File: config.mk
export PLATFORM = sky130hd
export DESIGN_NAME = vrh_queue
export DESIGN_NICKNAME = d
export VERILOG_FILES = /design/src/hw/rtl/vrh_pkg.sv /design/src/hw/rtl/vrh_queue.sv
export SDC_FILE = /design/constraint.sdc
export NUM_CORES = 1
export LEC_CHECK = 0
export BUFFER_PORTS_ARGS = -buffer_cell sky130_fd_sc_hd__buf_4
export CORE_AREA = 2 2 61 74
export DETAILED_ROUTE_END_ITERATION = 8
export DIE_AREA = 0 0 63 76
export PLACE_DENSITY = 0.76
export SLEW_MARGIN = 0
export SYNTH_ARGS = -nofsm -noshare
export SYNTH_HDL_FRONTEND = slang
export SYNTH_SLANG_ARGS = --single-unit
File: constraint.sdc
create_clock -name aclk -period 2.64 [get_ports aclk]
set_input_delay 0.396 -clock aclk [delete_from_list [all_inputs] [get_ports aclk]]
set_output_delay 0.396 -clock aclk [all_outputs]
set_load 0.02 [all_outputs]
File: src/hw/rtl/vrh_pkg.sv
// Shared types and constants for the value range histogram.
package vrh_pkg;

    localparam int BINS           = 256;
    localparam int BIN_BITS       = 8;
    localparam int COUNT_BITS     = 32;
    localparam int DATA_BITS      = 32;
    localparam int NBINS_BITS     = 9;
    localparam int CFG_INDEX_BITS = 2;
    localparam int OP_BITS        = 2;
    // sample - lower_bound and upper_bound - lower_bound
    localparam int DIFF_BITS      = DATA_BITS + 1;
    // (bins - 1) * difference, signed, and its magnitude
    localparam int NUM_BITS       = DIFF_BITS + NBINS_BITS;
    localparam int MAG_BITS       = NUM_BITS - 1;
    localparam int STEP_BITS      = $clog2(BIN_BITS);
    localparam int QUEUE_DEPTH    = 4;
    localparam int QPTR_BITS      = $clog2(QUEUE_DEPTH);

    localparam logic [CFG_INDEX_BITS-1:0] CFG_LOWER_BOUND = 2'd0;
    localparam logic [CFG_INDEX_BITS-1:0] CFG_UPPER_BOUND = 2'd1;
    localparam logic [CFG_INDEX_BITS-1:0] CFG_BINS_IN_USE = 2'd2;

    localparam logic signed [DATA_BITS-1:0] LOWER_RESET = 32'sd0;
    localparam logic signed [DATA_BITS-1:0] UPPER_RESET = 32'sd65536;
    localparam logic [NBINS_BITS-1:0]       BINS_RESET  = 9'd256;

    typedef enum logic [OP_BITS-1:0] {
        OP_ADD        = 2'd0,
        OP_READ       = 2'd1,
        OP_READ_CLEAR = 2'd2,
        OP_NONE       = 2'd3
    } op_t;

    // Command handed from the classifier to the counter stage
    typedef struct packed {
        op_t                 kind;
        logic [BIN_BITS-1:0] slot;
    } cmd_t;

    typedef enum logic [2:0] {
        FE_IDLE,
        FE_MUL,
        FE_ABS,
        FE_CHK,
        FE_DIV,
        FE_PUSH
    } fe_state_t;

    typedef enum logic {
        BE_IDLE,
        BE_READ
    } be_state_t;

endpackage

File: src/hw/rtl/vrh_queue.sv
// Short command queue between the classifier and the counter stage.
module vrh_queue (
    input  logic          aclk,
    input  logic          aresetn,
    input  logic          push_valid,
    output logic          push_ready,
    input  vrh_pkg::cmd_t push_cmd,
    output logic          pop_valid,
    input  logic          pop_ready,
    output vrh_pkg::cmd_t pop_cmd
);
    import vrh_pkg::*;

    cmd_t                 entry_reg [QUEUE_DEPTH];
    logic [QPTR_BITS-1:0] wr_ptr_reg;
    logic [QPTR_BITS-1:0] rd_ptr_reg;
    logic [QPTR_BITS:0]   count_reg;
    logic                 do_push;
    logic                 do_pop;

    assign push_ready = (count_reg != (QPTR_BITS+1)'(QUEUE_DEPTH));
    assign pop_valid  = (count_reg != '0);
    assign pop_cmd    = entry_reg[rd_ptr_reg];
    assign do_push    = push_valid && push_ready;
    assign do_pop     = pop_valid && pop_ready;

    always_ff @(posedge aclk) begin
        if (do_push) begin
            entry_reg[wr_ptr_reg] <= push_cmd;
        end
    end

    always_ff @(posedge aclk) begin
        if (!aresetn) begin
            wr_ptr_reg <= '0;
            rd_ptr_reg <= '0;
            count_reg  <= '0;
        end else begin
            if (do_push) begin
                wr_ptr_reg <= wr_ptr_reg + QPTR_BITS'(1);
            end
            if (do_pop) begin
                rd_ptr_reg <= rd_ptr_reg + QPTR_BITS'(1);
            end
            case ({do_push, do_pop})
                2'b10:   count_reg <= count_reg + (QPTR_BITS+1)'(1);
                2'b01:   count_reg <= count_reg - (QPTR_BITS+1)'(1);
                default: ;
            endcase
        end
    end

endmodule

* Yosys cells after proc, flatten, opt, wreduce, memory -nomap -nowiden
Memories as Yosys holds them, arrays and structs flattened. A register that Yosys moved wholly into a read port is not among the register bits. Cells that the tools add are included.
Word-level totals: bits in writable memories 40, logic and storage cells 20, register bits 7, memories 1, input port bits 14
Cells by class: $add $sub $neg 4, equal/unequal tests 3, reduce and logical (&&, ||, !) cells 4, muxes and demuxes 5
Memory list:
- entry_reg | depth 4, width 10, read ports 1, clocked after Yosys merged registers in 1, wr ports 1, line vrh_queue.sv:14 | cmd_t entry_reg [QUEUE_DEPTH];
Operators by type and width (count):
- $pmux W3 S2 | 1
- $add A2 B1 Y2 const B | 2
- $mux W2 | 2
- $add A3 B1 Y3 const B | 1
- $ne A3 B3 Y1 const B | 1
- $reduce_bool A3 Y1 | 1
- $sub A3 B1 Y3 const B | 1
- $eq A2 B1 Y1 const B | 1
- $eq A2 B2 Y1 const B | 1
- $logic_and A1 B1 Y1 | 2
- $mux W1 | 2
- $reduce_bool A2 Y1 | 1

* Depth between registers and ports, before layout
word-level depth 4, depth in mapped cells 9

* Least setup slack after synthesis
OpenSTA, ideal clock, no wires.
kind flip-flop to flip-flop, start register count_reg[1], end register count_reg[2], setup slack 0.734 ns, arrival 1.830 ns, buffers on the path 0, cell stages (with the launch flop) 10, data required time 2.564 ns, cells stage by stage dfxtp_1 > nor2_1 > a21boi_2 > inv_1 > ha_1 > inv_1 > fa_1 > xor2_1 > or3_1 > a21boi_0
Between the ends: word-level cells in the longest chain between the ends 4, elaborated cells on any way between the ends 10, those cells by class 2 x add/sub; 3 x eq/ne; 1 x mux; 4 x reduce/logical
RTL lines:
- start, declared | line vrh_queue.sv:17 | logic [QPTR_BITS:0] count_reg;
- start signal, assigned | line vrh_queue.sv:46 | 2'b10: count_reg <= count_reg + (QPTR_BITS+1)'(1);
- start signal, assigned | line vrh_queue.sv:47 | 2'b01: count_reg <= count_reg - (QPTR_BITS+1)'(1);
- $ne A3 B3 Y1 / $reduce_bool A3 Y1 (equally long branches) | line vrh_queue.sv:21, vrh_queue.sv:22
- $logic_and A1 B1 Y1 (on tied branches) | line vrh_queue.sv:24, vrh_queue.sv:25
- $eq A2 B1 Y1 / $eq A2 B2 Y1 (equally long branches) | line vrh_queue.sv:45 | case ({do_push, do_pop})
- $pmux W3 S2 / $reduce_bool A2 Y1 (equally long branches)
Parallel ways exist; a longest one is shown, timed or not. A chain may end at the register's enable or synchronous reset.

==> impl_metrics.ini <==
[synth]
synth.ff_latch_count = 49
yosys_warnings = 0
postSynthAreaPerCell_sq_um = 18.78
synth_fp_nets = 124
syn_area_sq_um = 1953
synth_cell_types = 24
synth_cells = 104
ys_seq_area_share_pct = 70.72

[finish]
nets = 153
syn2layout_area_growth_pct = 18.32
layout_commonest_cell = edfxtp_1
final_cell_mix = edfxtp_1 (40), buf_4 (25), dfxtp_1 (9)
stdcell_count = 190
largest_reg_flops = 40
diodes = 0
drive_gt1_share_pct = 32.09

[die]
initial_core_util_pct = 47.27
die_h_microns = 76
fp.dieW_microns = 63
rows = 26
design.core.area_sq_um = 4131
pin_count = 26
dieArea_sq_um = 4788

[cts]
htreeDepth = 2
post_cts_resized = 0
cts_max_path_buffers = 2
clk_pin_slew_ns = 0.08
cts-root-buf = clkbuf_8
cts_setup_buffers = 0
cts_tree = done
cts_buffers = 5
cts.sinks = 49
hold_buffers = 0
clk_latency_ns = 0.30

[run_status]
outcome = finished clean

[placement]
dp.cells = 182
gp_congestion = 0.6595
port_buffers = 25
hpwlAfterDp_mm = 1.998

[routing]
wire_per_inst_microns = 15.18
first_pass_iters = 4
via_per_inst = 4.995
ant_nets = 0
drt_iter0_markers = 26
drc_errors = 0
vias = 949
drt-total-wl_mm = 2.885

[min_path]
min_path_type = input pin to flip-flop

[worst_setup_path]
criticalPathCategory = flip-flop to output port
cp_max_fo = 10
required_ns = 2.24
cp-end-kind = output port
start_kind = flip-flop
cp.arrival_ns = 1.86

[power]
leakage_nw = 0.8110
ir_drop_uv = 538.6
total_power_mw = 2.167
powerDensity_nw_per_um2 = 937.6

[sta]
worstMarginPinSlew_ns = 0.6242
fmax_ghz = 0.4438
finalHoldViolations = 0
finalClockSkew_ns = 0.009929
grt_setup_unrepaired = false
max_slew_margin_pct = 58.33
drv_slew = 0
finalSetupViolCount = 0
min_period_over_period_pct = 85.34
finalSetupTns_ns = 0
min_period_ns = 2.253

[global_routing]
grt_start_max_net_pins = 16
antenna_found_initial = 0
grtUsageTotal_pct = 13.92
grt_pass1_vias = 994
grt_pass1_wl_mm = 4.857
overflow = 0

[flow_run]
maxCapViolCount = 0
==> per-stage QoR <==
stage               util (%)  hold slack, ns  area, sq um  worst slack (ns)
floorplan                  -          0.4677         1953            0.7343
global placement       53.03          0.4782         2191            0.6317
detailed placement     53.03          0.4954         2191            0.5081
CTS                    55.94          0.2827         2311            0.3326
global route           55.94          0.2823         2311            0.2653
finish                 55.94          0.2926         2311            0.3869
==> critical path, cell delays in order, from the launching register on <==
cell and delay [ns]:
dfxtp_1 0.72, mux4_1 0.66, buf_4 0.18
==> where the power goes <==
| part | internal (mW) | switching (mW) |
|---|---|---|
| sequential | 0.940 | 0.0979 |
| clock | 0.308 | 0.227 |
| combinational | 0.309 | 0.284 |
| total | 1.56 | 0.610 |
==> layout make-up <==
class	instances	area (sq um)
multi-input combinational	46	529.3
inverter	6	22.52
fill	332	1821
timing repair buffer	25	187.7
clock inverter	2	37.54
sequential	49	1381
tap	56	70.07
clock buffer	6	82.58
==> Yosys cell counts <==
cell      instances  share of area [%]
or3_2             1               0.38
xnor2_1           3                1.3
mux4_1            4                5.4
edfxtp_1         40                 61
mux4_2            6                6.9
nor2b_1           2               0.64
inv_1             6                1.2
nor2_1            1               0.19
mux2i_1           2                1.0
a21boi_2          1               0.58
dfxtp_1           9                9.2
clkbuf_2          1               0.26
o311ai_2          1               0.83
or3_1             1               0.32
buf_6             1               0.58
fa_1              1                1.0
clkbuf_1          1               0.19
o31a_2            1               0.51
nand2_1           6                1.2
o21ai_0           2               0.51
a21boi_0          1               0.38
ha_1              5                3.2
and2_1            7                2.2
xor2_1            1               0.45
==> layer usage <==
| metal | wire length, microns | track usage, % | vias up |
|---|---|---|---|
| met3 | 160 | 5.613 | 5 |
| met4 | 70 | 7.333 | 0 |
| met2 | 1494 | 21.60 | 23 |
| li1 | - | - | 450 |
| met5 | 0 | 0 | - |
| met1 | 1160 | 16.60 | 471 |
==> worst paths after layout <==
path	startpoint	end	slack, ns	cells after the start
max reg2reg	count_reg[1]$_SDFFE_PN0P_	count_reg[2]$_SDFFE_PN0P_	0.57	9
max	flip-flop	pop_cmd[7]	0.39	2
min	push_cmd[7]	entry_reg[0][7]$_DFFE_PP_	0.29	1
min reg2reg	wr_ptr_reg[0]$_SDFFE_PN0P_	wr_ptr_reg[0]$_SDFFE_PN0P_	0.51	2
==> cells by family after synthesis <==
group,Yosys count,synth area share [%]
fa+ha+maj,6,4.228
flops,49,70.72
buf+inv,9,2.178
xor+xnor,4,1.794
compound gates,6,2.819
simple gates,18,4.933
mux,12,13.32
Note: power is estimated with default switching activity, not from simulation.
