===== src/hw/rtl/vrh_pkg.sv =====
// Shared types and constants for the value range histogram.
package vrh_pkg;

    localparam int BINS           = 256;
    localparam int BIN_BITS       = 8;
    localparam int COUNT_BITS     = 32;
    localparam int DATA_BITS      = 32;
    localparam int NBINS_BITS     = 9;
    localparam int CFG_INDEX_BITS = 2;
    localparam int OP_BITS        = 2;
    // sample - lower_bound and upper_bound - lower_bound
    localparam int DIFF_BITS      = DATA_BITS + 1;
    // (bins - 1) * difference, signed, and its magnitude
    localparam int NUM_BITS       = DIFF_BITS + NBINS_BITS;
    localparam int MAG_BITS       = NUM_BITS - 1;
    localparam int STEP_BITS      = $clog2(BIN_BITS);
    localparam int QUEUE_DEPTH    = 4;
    localparam int QPTR_BITS      = $clog2(QUEUE_DEPTH);

    localparam logic [CFG_INDEX_BITS-1:0] CFG_LOWER_BOUND = 2'd0;
    localparam logic [CFG_INDEX_BITS-1:0] CFG_UPPER_BOUND = 2'd1;
    localparam logic [CFG_INDEX_BITS-1:0] CFG_BINS_IN_USE = 2'd2;

    localparam logic signed [DATA_BITS-1:0] LOWER_RESET = 32'sd0;
    localparam logic signed [DATA_BITS-1:0] UPPER_RESET = 32'sd65536;
    localparam logic [NBINS_BITS-1:0]       BINS_RESET  = 9'd256;

    typedef enum logic [OP_BITS-1:0] {
        OP_ADD        = 2'd0,
        OP_READ       = 2'd1,
        OP_READ_CLEAR = 2'd2,
        OP_NONE       = 2'd3
    } op_t;

    // Command handed from the classifier to the counter stage
    typedef struct packed {
        op_t                 kind;
        logic [BIN_BITS-1:0] slot;
    } cmd_t;

    typedef enum logic [2:0] {
        FE_IDLE,
        FE_MUL,
        FE_ABS,
        FE_CHK,
        FE_DIV,
        FE_PUSH
    } fe_state_t;

    typedef enum logic {
        BE_IDLE,
        BE_READ
    } be_state_t;

endpackage


===== src/hw/rtl/vrh_front.sv =====
// Front part: configuration registers, item intake and bin classification.
module vrh_front (
    input  logic                                  aclk,
    input  logic                                  aresetn,
    input  logic                                  cfg_we,
    input  logic [vrh_pkg::CFG_INDEX_BITS-1:0]    cfg_index,
    input  logic [vrh_pkg::DATA_BITS-1:0]         cfg_wdata,
    input  logic                                  s_valid,
    output logic                                  s_ready,
    input  logic [vrh_pkg::OP_BITS-1:0]           s_operation,
    input  logic signed [vrh_pkg::DATA_BITS-1:0]  s_sample,
    input  logic [vrh_pkg::BIN_BITS-1:0]          s_bin_index,
    output logic                                  push_valid,
    input  logic                                  push_ready,
    output vrh_pkg::cmd_t                         push_cmd
);
    import vrh_pkg::*;

    logic signed [DATA_BITS-1:0] lower_reg;
    logic signed [DATA_BITS-1:0] upper_reg;
    logic [NBINS_BITS-1:0]       bins_reg;

    fe_state_t state_reg, state_next;

    op_t                         op_reg;
    logic [BIN_BITS-1:0]         idx_reg;
    logic signed [DIFF_BITS-1:0] diff_reg;
    logic signed [DIFF_BITS-1:0] den_reg;
    logic [BIN_BITS-1:0]         nm1_reg;
    logic                        drop_reg;
    logic signed [NUM_BITS-1:0]  prod_reg;
    logic [MAG_BITS-1:0]         num_mag_reg;
    logic [DIFF_BITS-1:0]        den_mag_reg;
    logic                        neg_reg;
    logic [MAG_BITS-1:0]         rem_reg;
    logic [MAG_BITS-1:0]         dsh_reg;
    logic [BIN_BITS-1:0]         quo_reg;
    logic [STEP_BITS-1:0]        step_reg;

    logic                        accept;
    logic signed [DIFF_BITS-1:0] diff_in;
    logic signed [DIFF_BITS-1:0] den_in;
    logic [NBINS_BITS-1:0]       n_clip;
    logic [NBINS_BITS-1:0]       nm1_wide;
    logic                        drop_in;
    logic signed [NBINS_BITS-1:0] nm1_s;
    logic signed [NUM_BITS-1:0]  prod_in;
    logic signed [NUM_BITS-1:0]  prod_neg;
    logic signed [DIFF_BITS-1:0] den_neg;
    logic                        over;
    logic                        rem_ge;

    // Configuration writes
    always_ff @(posedge aclk) begin
        if (!aresetn) begin
            lower_reg <= LOWER_RESET;
            upper_reg <= UPPER_RESET;
            bins_reg  <= BINS_RESET;
        end else if (cfg_we) begin
            case (cfg_index)
                CFG_LOWER_BOUND: lower_reg <= signed'(cfg_wdata);
                CFG_UPPER_BOUND: upper_reg <= signed'(cfg_wdata);
                CFG_BINS_IN_USE: bins_reg  <= cfg_wdata[NBINS_BITS-1:0];
                default: ;
            endcase
        end
    end

    assign accept   = s_valid && s_ready;
    assign diff_in  = DIFF_BITS'(s_sample) - DIFF_BITS'(lower_reg);
    assign den_in   = DIFF_BITS'(upper_reg) - DIFF_BITS'(lower_reg);
    assign n_clip   = (bins_reg > NBINS_BITS'(BINS)) ? NBINS_BITS'(BINS) : bins_reg;
    assign nm1_wide = n_clip - NBINS_BITS'(1);
    assign drop_in  = (bins_reg == '0) || (den_in == '0);
    assign nm1_s    = signed'({1'b0, nm1_reg});
    assign prod_in  = nm1_s * diff_reg;
    assign prod_neg = -prod_reg;
    assign den_neg  = -den_reg;
    // Quotient of 256 or more can never land in a bin in use
    assign over     = num_mag_reg >= MAG_BITS'({den_mag_reg, {BIN_BITS{1'b0}}});
    assign rem_ge   = rem_reg >= dsh_reg;

    always_comb begin
        state_next = state_reg;
        case (state_reg)
            FE_IDLE: begin
                if (s_valid) begin
                    if (op_t'(s_operation) == OP_ADD && !drop_in) begin
                        state_next = FE_MUL;
                    end else begin
                        state_next = FE_PUSH;
                    end
                end
            end
            FE_MUL: state_next = FE_ABS;
            FE_ABS: state_next = FE_CHK;
            FE_CHK: state_next = over ? FE_PUSH : FE_DIV;
            FE_DIV: begin
                if (step_reg == '0) begin
                    state_next = FE_PUSH;
                end
            end
            FE_PUSH: begin
                if (push_ready) begin
                    state_next = FE_IDLE;
                end
            end
            default: state_next = FE_IDLE;
        endcase
    end

    always_comb begin
        s_ready       = (state_reg == FE_IDLE);
        push_valid    = (state_reg == FE_PUSH);
        push_cmd.kind = OP_NONE;
        push_cmd.slot = '0;
        case (op_reg)
            OP_ADD: begin
                // Truncation toward zero keeps small negative quotients in bin 0
                if (!drop_reg && !(neg_reg && quo_reg != '0) && quo_reg <= nm1_reg) begin
                    push_cmd.kind = OP_ADD;
                    push_cmd.slot = quo_reg;
                end
            end
            OP_READ, OP_READ_CLEAR: begin
                push_cmd.kind = op_reg;
                push_cmd.slot = idx_reg;
            end
            default: ;
        endcase
    end

    always_ff @(posedge aclk) begin
        if (!aresetn) begin
            state_reg <= FE_IDLE;
        end else begin
            state_reg <= state_next;
        end
    end

    // Datapath: capture the item, multiply, take magnitudes, check the range, then one quotient bit per cycle
    always_ff @(posedge aclk) begin
        case (state_reg)
            FE_IDLE: begin
                if (accept) begin
                    op_reg   <= op_t'(s_operation);
                    idx_reg  <= s_bin_index;
                    diff_reg <= diff_in;
                    den_reg  <= den_in;
                    nm1_reg  <= nm1_wide[BIN_BITS-1:0];
                    drop_reg <= drop_in;
                end
            end
            FE_MUL: prod_reg <= prod_in;
            FE_ABS: begin
                num_mag_reg <= prod_reg[NUM_BITS-1] ? prod_neg[MAG_BITS-1:0]
                                                    : prod_reg[MAG_BITS-1:0];
                den_mag_reg <= den_reg[DIFF_BITS-1] ? unsigned'(den_neg)
                                                    : unsigned'(den_reg);
                neg_reg     <= prod_reg[NUM_BITS-1] ^ den_reg[DIFF_BITS-1];
            end
            FE_CHK: begin
                if (over) begin
                    drop_reg <= 1'b1;
                end
                rem_reg  <= num_mag_reg;
                dsh_reg  <= MAG_BITS'({den_mag_reg, {(BIN_BITS-1){1'b0}}});
                quo_reg  <= '0;
                step_reg <= STEP_BITS'(BIN_BITS - 1);
            end
            FE_DIV: begin
                if (rem_ge) begin
                    rem_reg <= rem_reg - dsh_reg;
                end
                quo_reg  <= {quo_reg[BIN_BITS-2:0], rem_ge};
                dsh_reg  <= dsh_reg >> 1;
                step_reg <= step_reg - STEP_BITS'(1);
            end
            default: ;
        endcase
    end

endmodule


===== config.mk =====
export PLATFORM = sky130hd
export DESIGN_NAME = vrh_front
export DESIGN_NICKNAME = d
export VERILOG_FILES = /design/src/hw/rtl/vrh_pkg.sv /design/src/hw/rtl/vrh_front.sv
export SDC_FILE = /design/constraint.sdc
export NUM_CORES = 1
export LEC_CHECK = 0
export BUFFER_PORTS_ARGS = -buffer_cell sky130_fd_sc_hd__buf_2
export CAP_MARGIN = 25
export CORE_MARGIN = 4
export CORE_UTILIZATION = 35
export CTS_BUF_LIST = sky130_fd_sc_hd__clkbuf_16
export DETAILED_ROUTE_END_ITERATION = 8
export SYNTH_ARGS = -nofsm -noshare
export SYNTH_HDL_FRONTEND = slang
export SYNTH_SLANG_ARGS = --single-unit

===== constraint.sdc =====
create_clock -name aclk -period 6.5 [get_ports aclk]
set_input_delay 1.3 -clock aclk [delete_from_list [all_inputs] [get_ports aclk]]
set_output_delay 1.3 -clock aclk [all_outputs]
set_load 0.005 [all_outputs]

# Word-level counts from Yosys, hierarchy flattened
# Index checks and enable logic that the tools add are counted.
[totals] regBits=371 in_bits=81 elab_cells=93
[classes] addsub=7 multipliers=1 order_cmp=4 eq_ne=15 mux=19 bitwise=1 reduce_logical=27
[op_table] operator="$pmux 41 s2" count=2
[op_table] operator="$ge 41x41->1" count=2
[op_table] operator="$mux 41" count=2
[op_table] operator="$sub 32x32->33" count=2
[op_table] operator="$mul 9x33->42" count=1
[op_table] operator="$neg 41->41" count=1
[op_table] operator="$sub 41x41->41" count=1
[op_table] operator="$logic_not 33->1" count=1
[op_table] operator="$neg 33->33" count=1
[op_table] operator="$mux 32" count=1
[op_table] operator="$pmux 10 s2" count=1
[op_table] operator="$pmux 3 s6" count=1
[op_table] operator="$pmux 8 s2" count=1
[op_table] operator="$mux 3" count=4
[op_table] operator="$mux 10" count=1
[op_table] operator="$reduce_and 2->1" count=5
[op_table] operator="$gt 9x9->1 const B" count=1
[op_table] operator="$logic_not 9->1" count=1
[op_table] operator="$le 8x8->1" count=1
[op_table] operator="$mux 8" count=1
[op_table] operator="$ne 2x2->1 const B" count=4
[op_table] operator="$reduce_bool 8->1" count=1
[op_table] operator="$sub 8x1->8 const B" count=1
[op_table] operator="$eq 3x2->1 const B" count=2
[op_table] operator="18 further kinds" count=35

# Depth between registers and ports, before layout
[depth] ltp_word=8 mapped_depth=22 depth_no_buf=20

# Worst setup path after synthesis
# No wires, ideal clock.
[synth_timing] kind="reg2reg" from="reg state_reg[0]" to="reg den_mag_reg[0], enable pin" setup_time_ns=0.618 arrival_time_ns=6.039 required_time_ns=5.882 slack_ns=-0.158 path_stages_with_launch=3 n_path_buf=1 path_cell_list="dfxtp_1 clkbuf_1 nor3b_1"
[synth_via] elab_chain_len=1
[synth_lines] item="start: declaration" line_no="vrh_front.sv:23" rtl="fe_state_t state_reg, state_next;"
[synth_lines] item="start signal: assignment" line_no="vrh_front.sv:137" rtl="state_reg <= state_next;"
[synth_lines] item="$eq 3x2->1" line_no="vrh_front.sv:143" rtl="case (state_reg)"
[synth_lines] item="end signal: assignment" line_no="vrh_front.sv:158" rtl="den_mag_reg <= den_reg[DIFF_BITS-1] ? unsigned'(den_neg)"
[synth_lines] item="end: declaration" line_no="vrh_front.sv:33" rtl="logic [DIFF_BITS-1:0] den_mag_reg;"
# Every way passes these cells.
# A chain may end at the register's enable or synchronous reset.

==> summary.txt <==
outcome = completed
Warnings, synthesis = 0
Ant. Diodes = 0
Core Region = 85700 um2
Chip Width = 303 um
Crit Path Category = flop to primary output
min cycle time layout = 6040 ps
total wire length = 76.2 mm
GPL Wtd Cong = 0.904
WP depth = 14
startpoint class of the critical path = flop
Synth area leader = edfxtp_1
Post-synth EDFFs = 294
Post-Synth XOR/XNOR Area = 5.73%
DR iter-0 viols = 1495
max reg flops = 42
vias in the first global route = 22100
HPWL Detailed = 60.6 mm
Top Family by Delay on Critical Path = simple AND/OR/NAND/NOR gates
post-synthesis mux area share = 0.366%
Final Net Count = 3787
reg2reg path depth = 18
Final ANT Viol Nets = 0
Final Setup Violations = 0
commonest cells after routing, fill and taps aside = 461 x inv_1, 434 x nand2_1, 294 x edfxtp_1
clk sink count = 370
layout cell share with drive strength beyond 1 = 6.25%
first-pass GRT wire length = 122 mm
PostCTS Resize Cnt = 0
Post-Synth Adder-Cell Area = 23.3%
Synth Instances = 3210
die area = 91700 um2
Slowest-stage cell, CP = edfxtp_1
Max Clock Freq = 0.166 GHz
Final Max Slew Viols = 0
worst reg2reg setup slack = 670 ps
Die Y = 303 um
post-synth top area share = 29.0%
drt via density = 5.02
clock root buffer = clkbuf_16
fill count = 8608
Setup crit end kind = primary output
Remaining DRCs = 0
clk slew on worst S/H paths = 60 ps
Worst-Skew Late Latency = 580 ps
Initial Utilization = 35.5%
Critical Path AT = 4740 ps
main combinational cell family by area after synthesis = adder cells
I/O Buffers = 92
TritonCTS buffer count = 43
Syn Nets = 3734
CTS Buffer Depth = 3
synth unique cells = 78
final worst path period share = 92.8%
Max FO, Critical Path = 22
CP Cell Sequence = buf_4 -> inv_1 -> ha_1 -> nor2b_1 -> o21a_1 -> o21ai_0 -> nand2b_1 -> a21oi_1 -> o21ai_0 -> a221o_1 -> nor2_1 -> a22oi_1 -> nor2_1 -> buf_2
hold path depth = 2
antenna violations before repair = 0
measured slew at the worst slew-check pin = 1010 ps
Post-Syn Area per Cell = 9.47 um2
GRT overflow = 0
CTS tree = yes
All-Layer GR Usage = 16.6%
Fin. Hold Viols = 0
register area share after synthesis = 34.0%
top_reg_cell synth = edfxtp_1
Vias = 22300
post-detailed-route wirelength per cell = 17.2 um
Worst Path Required = 5200 ps
commonest non-fill, non-tap cell in the layout = inv_1
Setup Skew = 16.4 ps
H-tree levels = 2
RSZ-0062 raised after global routing = no
Synth Cell Area = 30400 um2
Cell Rows = 107
asr flop ratio synth = 0%
TritonRoute pass-1 iters = 5
Simple-Gate Fraction of Synth Area = 15.3%
Slew headroom = 32.7%
WP buf/inv = 3
largest net degree at the start of global routing = 80
Layout area overhead = 10.1%
multi-input logic area = 18000 um2
HP Class = flop to flop
number of max-cap violations = 0
compound-cell area share of the yosys netlist = 14.3%
FF+latch count, synth = 370
Setup Buffers After CTS = 0
Storage cell area = 10300 um2
CP peak stage delay = 850 ps
main area contributors after synthesis = edfxtp_1 29%, fa_1 14%, ha_1 9.7%
top-level port count = 93
setup TNS = 0 ps
CTS hold repair buffers = 0
metrics by stage:
stage / cell area [um2] / hold WS, ps / utilization (%) / instances / worst slack (ps)
floorplan: 30400 / 426 / - / 3210 / 1250
global placement: 32100 / 451 / 37.5 / 4361 / 660
detailed placement: 32100 / 459 / 37.5 / 4361 / 631
CTS: 33500 / 467 / 39.1 / 4440 / 456
global route: 33500 / 486 / 39.1 / 4441 / 260
finish: 33500 / 465 / 39.1 / 4441 / 465
synth_stat cells (all sizes together), types with 32 or more instances:
library cell  number
a21boi            70
a21o              73
a21oi            156
and2             160
clkbuf           106
dfxtp             76
edfxtp           294
fa               207
ha               236
inv              448
nand2            435
nand2b            32
nand3             40
nor2             107
o21a              35
o21ai            161
xnor2            151
xor2              48
worst register-to-register path: cells and delay by family (launching register included):
family / cells / cell delay, ps
AOI/OAI and AO/OA: 8 / 1950
xor gates and xnor gates: 1 / 80
adders and majority gates: 5 / 2390
buffers and inverters: 3 / 150
DFF: 1 / 850
and+or+nand+nor: 1 / 170
path summary, 6_finish.rpt:
kind	from	end
setup reg to reg	nm1_reg[1]	prod_reg[40]
hold reg to reg	lower_reg[15]	lower_reg[15]
hold / removal	lower_reg[15]	lower_reg[15]
setup / recovery	nm1_reg[1]	push_cmd[6]
final cells by class:
cell class                 count  area share (%)
timing repair buffer         119            1.97
multi-input combinational   2280            53.8
clock buffer                  45            3.36
sequential                   370            30.9
tap                         1144            4.27
inverter                     449            5.03
clock inverter                34           0.706
logic make-up after synthesis:
kind of cell	count (synthesis)
buf+inv	560
fa+ha+maj	443
mux	11
compound gates	672
xor+xnor	199
simple gates	955
flops	370
layer usage:
metal	vias to the layer above	global-route usage, %	part of all wire (%)
met5	-	0	0
met4	0	4.01	2.3
met3	87	2.03	4.8
met2	533	26.9	45
met1	10700	23.9	48
li1	11000	-	-
Power is left out: the tool's default activity adds up to more than one toggle a clock period on the data nets, which glitch-free logic cannot reach.
